$ cat src/hw/rtl/rtpj_pkg.sv
// RTP jitter estimator package: item types, register indexes and constants.
// Has no dependencies. Used by rtp_jitter_estimator and rtpj_checker.
`timescale 1ns / 1ps

package rtpj_pkg;

	localparam int unsigned ADAPT_PERIOD = 50;
	localparam int unsigned PHASE_W      = $clog2(ADAPT_PERIOD + 1);

	// beta = BETA_Q / 2^16, and the product (2^16 - BETA_Q) * BETA_Q for the gap term
	localparam int unsigned BETA_Q       = 655;
	localparam int unsigned ONE_Q        = 65536;
	localparam int unsigned GAP_BETA_Q   = (ONE_Q - BETA_Q) * BETA_Q;

	localparam int unsigned STAMP_W      = 32;
	localparam int unsigned NOMINAL_W    = 24;

	typedef enum logic [0:0] {
		CFG_ADAPTIVE_ENABLE = 1'b0,
		CFG_NOMINAL_TARGET  = 1'b1
	} cfg_index_t;

	typedef struct packed {
		logic [STAMP_W-1:0] packet_stamp;
		logic [STAMP_W-1:0] local_stamp;
	} in_t;

	typedef struct packed {
		logic signed [32:0] clock_offset;
		logic [48:0]        late_jitter_q16;
		logic [47:0]        arrival_jitter_q16;
		logic [33:0]        target_size;
	} out_t;

endpackage

$ cat src/hw/rtl/rtp_jitter_estimator.sv
// RTP interarrival jitter estimator: offset slide, late-packet jitter and
// interarrival jitter averages, adaptive target size. Depends on rtpj_pkg.
// Items pass the input stage, then the result register; one item per cycle
// while the result is not stalled, the rate set by the state update between
// the two. Asynchronous active-low reset clears config, estimator state and
// both valid flags; nominal_target write restarts the estimation state.
`timescale 1ns / 1ps

module rtp_jitter_estimator (
	input  logic                clk,
	input  logic                arst_n,
	input  logic                in_valid,
	output logic                in_ready,
	input  rtpj_pkg::in_t       in_data,
	output logic                out_valid,
	input  logic                out_ready,
	output rtpj_pkg::out_t      out_data,
	input  logic                cfg_valid,
	output logic                cfg_ready,
	input  rtpj_pkg::cfg_index_t cfg_index,
	input  logic [rtpj_pkg::NOMINAL_W-1:0] cfg_data
);

	// config
	logic                            adaptive_q;
	logic [rtpj_pkg::NOMINAL_W-1:0]  nominal_q;

	// estimator state
	logic                            first_seen_q;
	logic [rtpj_pkg::PHASE_W-1:0]    phase_q;
	logic signed [33:0]              offset_q;
	logic [31:0]                     prev_diff_q;
	logic [49:0]                     late_q;
	logic [47:0]                     arrival_q;
	logic [34:0]                     target_q;

	// pipeline
	logic                            vld_s1;
	rtpj_pkg::in_t                   item_s1;
	logic                            out_valid_q;
	rtpj_pkg::out_t                  out_q;
	logic                            adv;

	// datapath
	logic signed [32:0]              diff;
	logic signed [33:0]              off_cur;
	logic [31:0]                     prev_cur;
	logic [49:0]                     late_cur;
	logic signed [34:0]              dlt;
	logic [34:0]                     dmag;
	logic signed [50:0]              slide;
	logic signed [50:0]              slide_rnd;
	logic signed [34:0]              off_trunc;
	logic signed [33:0]              off_new;
	logic [67:0]                     gap_term;
	logic [67:0]                     lsum;
	logic [49:0]                     late_new;
	logic [31:0]                     u_dlt;
	logic [31:0]                     ad;
	logic [52:0]                     asum;
	logic [47:0]                     arrival_new;
	logic [34:0]                     twice;
	logic [34:0]                     nom_ext;
	logic [34:0]                     target_new;
	logic [rtpj_pkg::PHASE_W-1:0]    phase_new;

	assign adv       = vld_s1 && (!out_valid_q || out_ready);
	assign in_ready  = !vld_s1 || adv;
	assign cfg_ready = 1'b1;
	assign out_valid = out_valid_q;
	assign out_data  = out_q;

	always_comb begin
		diff     = $signed({1'b0, item_s1.packet_stamp} - {1'b0, item_s1.local_stamp});
		off_cur  = first_seen_q ? offset_q : 34'(diff);
		prev_cur = first_seen_q ? prev_diff_q : diff[31:0];
		late_cur = first_seen_q ? late_q : '0;

		dlt  = 35'(diff) - 35'(off_cur);
		dmag = 35'(-dlt);

		// slide, signed with 16 fraction bits (Q34.16): offset + (diff - offset) * beta
		slide     = (51'(off_cur) <<< 16) + 51'(dlt) * signed'(51'(rtpj_pkg::BETA_Q));
		slide_rnd = slide + (slide[50] ? 51'sd65535 : 51'sd0);
		off_trunc = 35'(slide_rnd >>> 16);
		off_new   = off_trunc[33:0];

		// late jitter: floor((late * (1 - beta) + gap * beta) / 2^16)
		gap_term = dlt[34] ? 68'(dmag) * 68'(rtpj_pkg::GAP_BETA_Q) : '0;
		lsum     = (68'(late_cur) << 16) - 68'(late_cur) * 68'(rtpj_pkg::BETA_Q) + gap_term;
		late_new = lsum[65:16];

		// interarrival jitter, delta wrapped to 32 bits
		u_dlt       = diff[31:0] - prev_cur;
		ad          = u_dlt[31] ? (32'd0 - u_dlt) : u_dlt;
		asum        = (53'(arrival_q) << 4) - 53'(arrival_q) + (53'(ad) << 16);
		arrival_new = asum[51:4];

		twice      = late_new[49:15];
		nom_ext    = 35'(nominal_q);
		target_new = (twice > nom_ext) ? twice : nom_ext;

		phase_new = (phase_q == rtpj_pkg::PHASE_W'(rtpj_pkg::ADAPT_PERIOD - 1)) ?
			'0 : phase_q + 1'b1;
	end

	always_ff @(posedge clk or negedge arst_n) begin
		if (!arst_n) begin
			adaptive_q   <= 1'b0;
			nominal_q    <= '0;
			first_seen_q <= 1'b0;
			phase_q      <= '0;
			offset_q     <= '0;
			prev_diff_q  <= '0;
			late_q       <= '0;
			arrival_q    <= '0;
			target_q     <= '0;
			vld_s1       <= 1'b0;
			out_valid_q  <= 1'b0;
		end else begin
			if (in_ready) begin
				vld_s1 <= in_valid;
			end
			if (adv) begin
				out_valid_q <= 1'b1;
			end else if (out_ready) begin
				out_valid_q <= 1'b0;
			end

			if (cfg_valid) begin
				unique case (cfg_index)
					rtpj_pkg::CFG_ADAPTIVE_ENABLE: begin
						adaptive_q <= cfg_data[0];
					end
					rtpj_pkg::CFG_NOMINAL_TARGET: begin
						nominal_q    <= cfg_data;
						first_seen_q <= 1'b0;
						phase_q      <= '0;
						offset_q     <= '0;
						prev_diff_q  <= '0;
						late_q       <= '0;
						arrival_q    <= '0;
						target_q     <= 35'(cfg_data);
					end
					default: begin
					end
				endcase
			end else if (adv) begin
				first_seen_q <= 1'b1;
				phase_q      <= phase_new;
				prev_diff_q  <= diff[31:0];
				late_q       <= late_new;
				arrival_q    <= arrival_new;
				if (adaptive_q) begin
					offset_q <= off_new;
					if (phase_q == '0) begin
						target_q <= target_new;
					end
				end else begin
					offset_q <= off_cur;
				end
			end
		end
	end

	always_ff @(posedge clk) begin
		if (in_valid && in_ready) begin
			item_s1 <= in_data;
		end
		if (adv) begin
			out_q.clock_offset       <= adaptive_q ? off_new[32:0] : off_cur[32:0];
			out_q.late_jitter_q16    <= late_new[48:0];
			out_q.arrival_jitter_q16 <= arrival_new;
			out_q.target_size        <= (adaptive_q && phase_q == '0) ?
				target_new[33:0] : target_q[33:0];
		end
	end

endmodule

$ cat config.mk
export PLATFORM = sky130hd
export DESIGN_NAME = rtp_jitter_estimator
export DESIGN_NICKNAME = d
export VERILOG_FILES = /design/src/hw/rtl/rtpj_pkg.sv /design/src/hw/rtl/rtp_jitter_estimator.sv
export SDC_FILE = /design/constraint.sdc
export NUM_CORES = 2
export LEC_CHECK = 0
export ABC_AREA = 1
export ABC_CLOCK_PERIOD_IN_PS = 17300
export BUFFER_PORTS_ARGS = -buffer_cell sky130_fd_sc_hd__buf_2
export CORE_MARGIN = 2
export CORE_UTILIZATION = 35
export DETAILED_ROUTE_END_ITERATION = 8
export SLEW_MARGIN = 30
export SYNTH_ARGS = -nofsm -noshare
export SYNTH_HDL_FRONTEND = slang
export SYNTH_SLANG_ARGS = --single-unit
$ cat constraint.sdc
create_clock -name clk -period 17.3 [get_ports clk]
set_input_delay 1.73 -clock clk [delete_from_list [all_inputs] [get_ports clk]]
set_output_delay 1.73 -clock clk [all_outputs]
set_load 0.01 [all_outputs]
; After elaboration in Yosys (flattened, before gate mapping)
; Cells that the tools add are included.
[classes]
add_sub_neg = 12
mul = 3
n_div = 0
order_cmp = 1
n_eq_ne = 2
shift = 0
mux = 36
bitwise = 1
n_reduce_logical = 16
[op_table]
columns = operator, n
row1 = 2-to-1 mux 34 bit, 12
row2 = 2-to-1 mux 50 bit, 4
row3 = 2-to-1 mux 32 bit, 5
row4 = 2-to-1 mux 48 bit, 3
row5 = adder 66 x 62 -> 66 bit, 1
row6 = subtractor 66 x 60 -> 66 bit, 1
row7 = multiplier 35 x 26 -> 61 bit (second input constant), 1
row8 = 2-to-1 mux 61 bit, 1
row9 = multiplier 50 x 10 -> 60 bit (second input constant), 1
row10 = adder 52 x 48 -> 52 bit, 1
row11 = subtractor 52 x 48 -> 52 bit, 1
row12 = adder 50 x 46 -> 51 bit, 1
row13 = adder 50 x 17 -> 50 bit, 1
row14 = multiplier 35 x 11 -> 46 bit (second input constant), 1
row15 = > comparator 35 x 24 -> 1 bit, 1
row16 = negation 35 bit, 1
row17 = subtractor 33 x 34 -> 35 bit, 1
row18 = 2-to-1 mux 33 bit, 1
row19 = subtractor 32 x 32 -> 33 bit, 1
row20 = subtractor 1 x 32 -> 32 bit (first input constant), 1
row21 = subtractor 32 bit, 1
row22 = 2-to-1 mux 6 bit, 4
row23 = 2-to-1 mux 16 bit, 1
row24 = nonzero test 2 bit, 4
row25 = other kinds (11), 21
[totals]
register_bits = 460
latch_bits = 0
mem_bits_rw = 0
mem_bits_ro = 0
input_bits = 94
out_inout_bits = 167
wordCells = 88
n_memories = 0

; Longest topological paths before layout
[depth]
depth_word = 13
ltp_mapped = 100
mapped_depth_nobuf = 99

; Worst setup path after synthesis
; Ideal clock, no wire load.
[synth_timing]
kind = register to register
from = register item_s1[40] (netlist bit)
to = register out_q (netlist bit out_data[14]), data pin
setup_time_ns = 0.254
arrival_ns = 15.476
required_ns = 17.046
path_slack_ns = 1.570
stages_incl_launch_ff = 82
n_path_buf = 1
synth_period_minus_slack_ns = 15.730
path_cell_list = edfxtp_1 ha_1 nand2_2 nor2_2 nand3_1 nand3_2 a21oi_2 o21ai_2 a21oi_1 o41ai_1 a21boi_0 o211ai_1 xor2_1 inv_1 nor2_1 a21oi_1 ha_1 nand2_1 [... 46 more ...] xor2_1 inv_1 ha_1 a21oi_1 o21a_1 a21oi_1 o31ai_1 inv_1 o21ai_0 nand2_1 o41ai_1 nand3_1 nor2_2 nand2_1 buf_2 nand2_1 nand3_1 o21a_1
[synth_via]
elab_chain_cells = 10
[synth_rtl]
columns = item, line
row1 = from (decl), rtp_jitter_estimator.sv:39  ; rtpj_pkg::in_t item_s1;
row2 = from (signal assigned), rtp_jitter_estimator.sv:168  ; item_s1 <= in_data;
row3 = subtractor 32 x 32 -> 33 bit *, rtp_jitter_estimator.sv:74  ; diff = $signed({1'b0, item_s1.packet_stamp} - {1'b0, item_s1.local_stamp});
row4 = 2-to-1 mux 34 bit, rtp_jitter_estimator.sv:75  ; off_cur = first_seen_q ? offset_q : 34'(diff);
row5 = subtractor 33 x 34 -> 35 bit *, rtp_jitter_estimator.sv:79  ; dlt = 35'(diff) - 35'(off_cur);
row6 = negation 35 bit, rtp_jitter_estimator.sv:80  ; dmag = 35'(-dlt);
row7 = multiplier 35 x 26 -> 61 bit, rtp_jitter_estimator.sv:89  ; gap_term = dlt[34] ? 68'(dmag) * 68'(rtpj_pkg::GAP_BETA_Q) : '0;
row8 = 2-to-1 mux 61 bit *, rtp_jitter_estimator.sv:89
row9 = adder 66 x 62 -> 66 bit *, rtp_jitter_estimator.sv:90  ; lsum = (68'(late_cur) << 16) - 68'(late_cur) * 68'(rtpj_pkg::BETA_Q) + gap_term;
row10 = named net lsum[45], rtp_jitter_estimator.sv:56  ; logic [67:0] lsum;
row11 = > comparator 35 x 24 -> 1 bit, rtp_jitter_estimator.sv:101  ; target_new = (twice > nom_ext) ? twice : nom_ext;
row12 = 2-to-1 mux 34 bit *, rtp_jitter_estimator.sv:101
row13 = 2-to-1 mux 34 bit *, rtp_jitter_estimator.sv:174  ; out_q.target_size <= (adaptive_q && phase_q == '0) ?
row14 = to (decl), rtp_jitter_estimator.sv:41  ; rtpj_pkg::out_t out_q;
; The timed path passes the listed nets; every way through them passes the cells marked *.
; A chain may end at the register's enable or synchronous reset.

; Worst setup path after layout
[layout_timing]
from = register item_s1[35] (netlist bit)
to = register out_q (netlist bit out_data[4]), data pin
[layout_via]
elab_chain_cells = 10
[layout_rtl]
columns = item, line
row1 = subtractor 32 x 32 -> 33 bit *, rtp_jitter_estimator.sv:74
row2 = 2-to-1 mux 34 bit, rtp_jitter_estimator.sv:75
row3 = subtractor 33 x 34 -> 35 bit *, rtp_jitter_estimator.sv:79
row4 = negation 35 bit, rtp_jitter_estimator.sv:80
row5 = multiplier 35 x 26 -> 61 bit, rtp_jitter_estimator.sv:89
row6 = 2-to-1 mux 61 bit *, rtp_jitter_estimator.sv:89
row7 = adder 66 x 62 -> 66 bit *, rtp_jitter_estimator.sv:90
row8 = named net lsum[40], rtp_jitter_estimator.sv:56
row9 = > comparator 35 x 24 -> 1 bit *, rtp_jitter_estimator.sv:101
row10 = 2-to-1 mux 34 bit *, rtp_jitter_estimator.sv:101
row11 = 2-to-1 mux 34 bit *, rtp_jitter_estimator.sv:174
; Marks and branches as above.

==> run_results.csv <==
group,metric,value,unit
yosys,synth-async-reset-ratio,50.4,%
yosys,netlist_area,69000,um2
place,place.gp.congestion,0.980,
cts,clock-sinks,460,
die,num_rows,162,
die,io_pins,261,
yosys,postSynthAreaPerCell,8.32,um2
global_routing,grt_util_all_layers,21.8,%
worst_setup_path,cp_max_fo,24,
final_layout,layout-area-overhead-vs-synth,16.5,%
worst_setup_path,cp-endpoint,"out_data[4]",
routing,num_vias,57200,
worst_setup_path,crit_required,17670,ps
yosys,syn_nets,10200,
final_layout,finalInstanceArea,80400,um2
global_routing,grt_max_degree,123,
global_routing,grt_pass1_wl,340,mm
die,start_util,35.3,%
yosys,synth_compound_area_share,10.3,%
timing,holdWs,485,ps
run_status,status,"complete, no violations",
timing,worstMarginPinSlew,1030,ps
place,place_area,76900,um2
worst_setup_path,crit_slowest_cell,"fa_1",
yosys,synth_edf_count,228,
routing,dr.pass1.iters,6,
final_layout,layout_commonest_cell,"inv_1",
yosys,synth_mux_area_share,0,%
die,die_h,448,um
final_layout,utilization,41.1,%
place,place.port_buffers,259,
die,dieWidth,448,um
job,cap_viol_max_count,0,
final_layout,final_cell_mix,"inv_1 (2194), nand2_1 (1161), ha_1 (1025)",
routing,postRouteAntennaNets,0,
worst_setup_path,r2r_slack,690,ps
final_layout,final_nets,11000,
yosys,ys_warn_count,0,
final_layout,stdcell_count,11700,
global_routing,grt_pass1_vias,58700,
worst_setup_path,worstPathArrival,16990,ps
yosys,ys.flop_type,"dfrtp_1",
die,die_area,201000,um2
yosys,synth_xor_area_share,3.99,%
cts,cts_max_path_buffers,3,
global_routing,grt_overflow,0,
cts,cts-root-buf,"clkbuf_16",
worst_setup_path,worstReg2RegEnd,"out_data[4]",
timing,period_minus_slack,16610,ps
yosys,synth-seq-cells,460,
timing,max_clock_freq,60.2,MHz
worst_setup_path,critical_path_class,"reg -> reg",
yosys,synthSimpleGateAreaFrac,13.1,%
timing,setup_viol,0,
global_routing,antenna_found_initial,2,
worst_setup_path,r2r_start,"item_s1[35]",
timing,finalCritPeriodShare,96.0,%
worst_setup_path,endpoint_kind,"register",
final_layout,fill_cells,19800,
routing,drt_first_iter_violations,4366,
routing,wire_per_inst,18.7,um
cts,postCtsHoldBufs,0,
routing,drc,0,
timing,drv_slew,0,
cts,htree_levels,2,
worst_setup_path,reg2reg_depth,87,
final_layout,n_antenna_cell,0,
cts,worstSkewPairLatency,700,ps
worst_setup_path,critPathMostFrequentCell,"nand2_1",
worst_setup_path,startpoint_type,"register",
worst_setup_path,cpPeakStageDelay,560,ps
routing,routed_wl,219,mm
routing,via_per_inst,4.89,
cts,cts.clk_slew.worst_paths,60,ps
worst_setup_path,crit_start,"item_s1[35]",
cts,tritoncts,"done",
final_layout,layout-drive-gt1-share,13.6,%
yosys,synth_top_family_by_area,"adder cells",
hold_path,hold_class,"reg -> reg",
timing,hold_viol_final,0,
place,dp_hpwl,186,mm
cts,numCtsBuffers,52,
die,fp.coreArea,195000,um2
yosys,yosys.area_share.adder,41.6,%
yosys,synthCells,8292,
yosys,yosysSeqAreaShare,18.3,%
yosys,synth_cell_type_count,71,
timing,max_slew_margin,30.7,%
timing,fin_worst_skew,85.0,ps
place,dp_cells,11600,
## registers in the layout, summed over array words and instances, names as in the netlist, 6 cells and up
| register | flops |
|---|---|
| prev_diff_q | 32 |
| target_q | 34 |
| item_s1 | 64 |
| late_q | 50 |
| out_data | 164 |
| phase_q | 6 |
| offset_q | 34 |
| nominal_q | 24 |
| arrival_q | 48 |
## repair_timing
action                     in CTS  in global routing
setup endpoints to repair      48                 51
buffers inserted                2                 40
resized for setup              27                267
pin swaps                       3                 72
## worst max-delay path, delay by kind of cell (launching register included)
kind | cells | cell delay [ps]
and+or+nand+nor | 31 | 3700
DFF | 1 | 420
xor gates and xnor gates | 3 | 800
AOI/OAI and AO/OA | 20 | 3190
buffers and inverters | 18 | 1910
adders and majority gates | 15 | 6230
## Yosys cell counts (89+ instances only)
cell type | count | area, um2
dfrtp_1 | 232 | 5810
nor2_1 | 446 | 1670
a21oi_1 | 485 | 2430
inv_1 | 2207 | 8280
ha_1 | 1055 | 13200
xnor2_1 | 89 | 780
edfxtp_1 | 228 | 6850
nand3_1 | 259 | 1300
fa_1 | 773 | 15500
xor2_1 | 206 | 1800
o21ai_0 | 364 | 1820
nand2_1 | 1183 | 4440
## per-stage QoR
step | setup TNS (ps) | setup WS (ps)
floorplan | 0 | 1570
global placement | -20180 | -509
detailed placement | -22070 | -555
CTS | 0 | 4.18
global route | -1870 | -109
finish | 0 | 686
## worst min-delay path by stage
stage / startpoint / endpoint / slack (ps) / cells past startpoint
global route: offset_q[0] / offset_q[0] / 490 / 2
finish: offset_q[0] / offset_q[0] / 480 / 2
floorplan: offset_q[33] / offset_q[33] / 440 / 2
global placement: target_q[9] / target_q[9] / 460 / 2
CTS: target_q[33] / target_q[33] / 480 / 2
detailed placement: offset_q[29] / offset_q[29] / 470 / 2
## routing by layer
metal | part of all wire [%] | GRT usage [%]
met1 | 47 | 31.3
met5 | 0.0059 | 0
met2 | 46 | 35.2
met4 | 1.7 | 3.75
met3 | 5.6 | 2.94
## cell type report
type,count,area [um2],area share (%)
Timing Repair Buffer,783,5310,6.61
Multi-Input combinational cell,5501,48900,60.8
Inverter,2231,8380,10.4
Tap cell,2624,3280,4.08
Sequential cell,460,12700,15.7
Clock inverter,34,470,0.585
Clock buffer,64,1410,1.75
## cells by family (layout without fill, tap and decap cells)
| logic type | Yosys count | after routing |
|---|---|---|
| AO/OA/AOI/OAI | 1233 | 1233 |
| XOR/XNOR | 304 | 304 |
| adder cells (fa/ha/maj) | 1828 | 1828 |
| buffers and inverters | 2331 | 3112 |
| flip-flops | 460 | 460 |
| other | 1 | 1 |
| AND/OR/NAND/NOR | 2135 | 2135 |
Power is not shown: default switching activity piles up to over one toggle a cycle in this logic, so the estimate is an artifact.
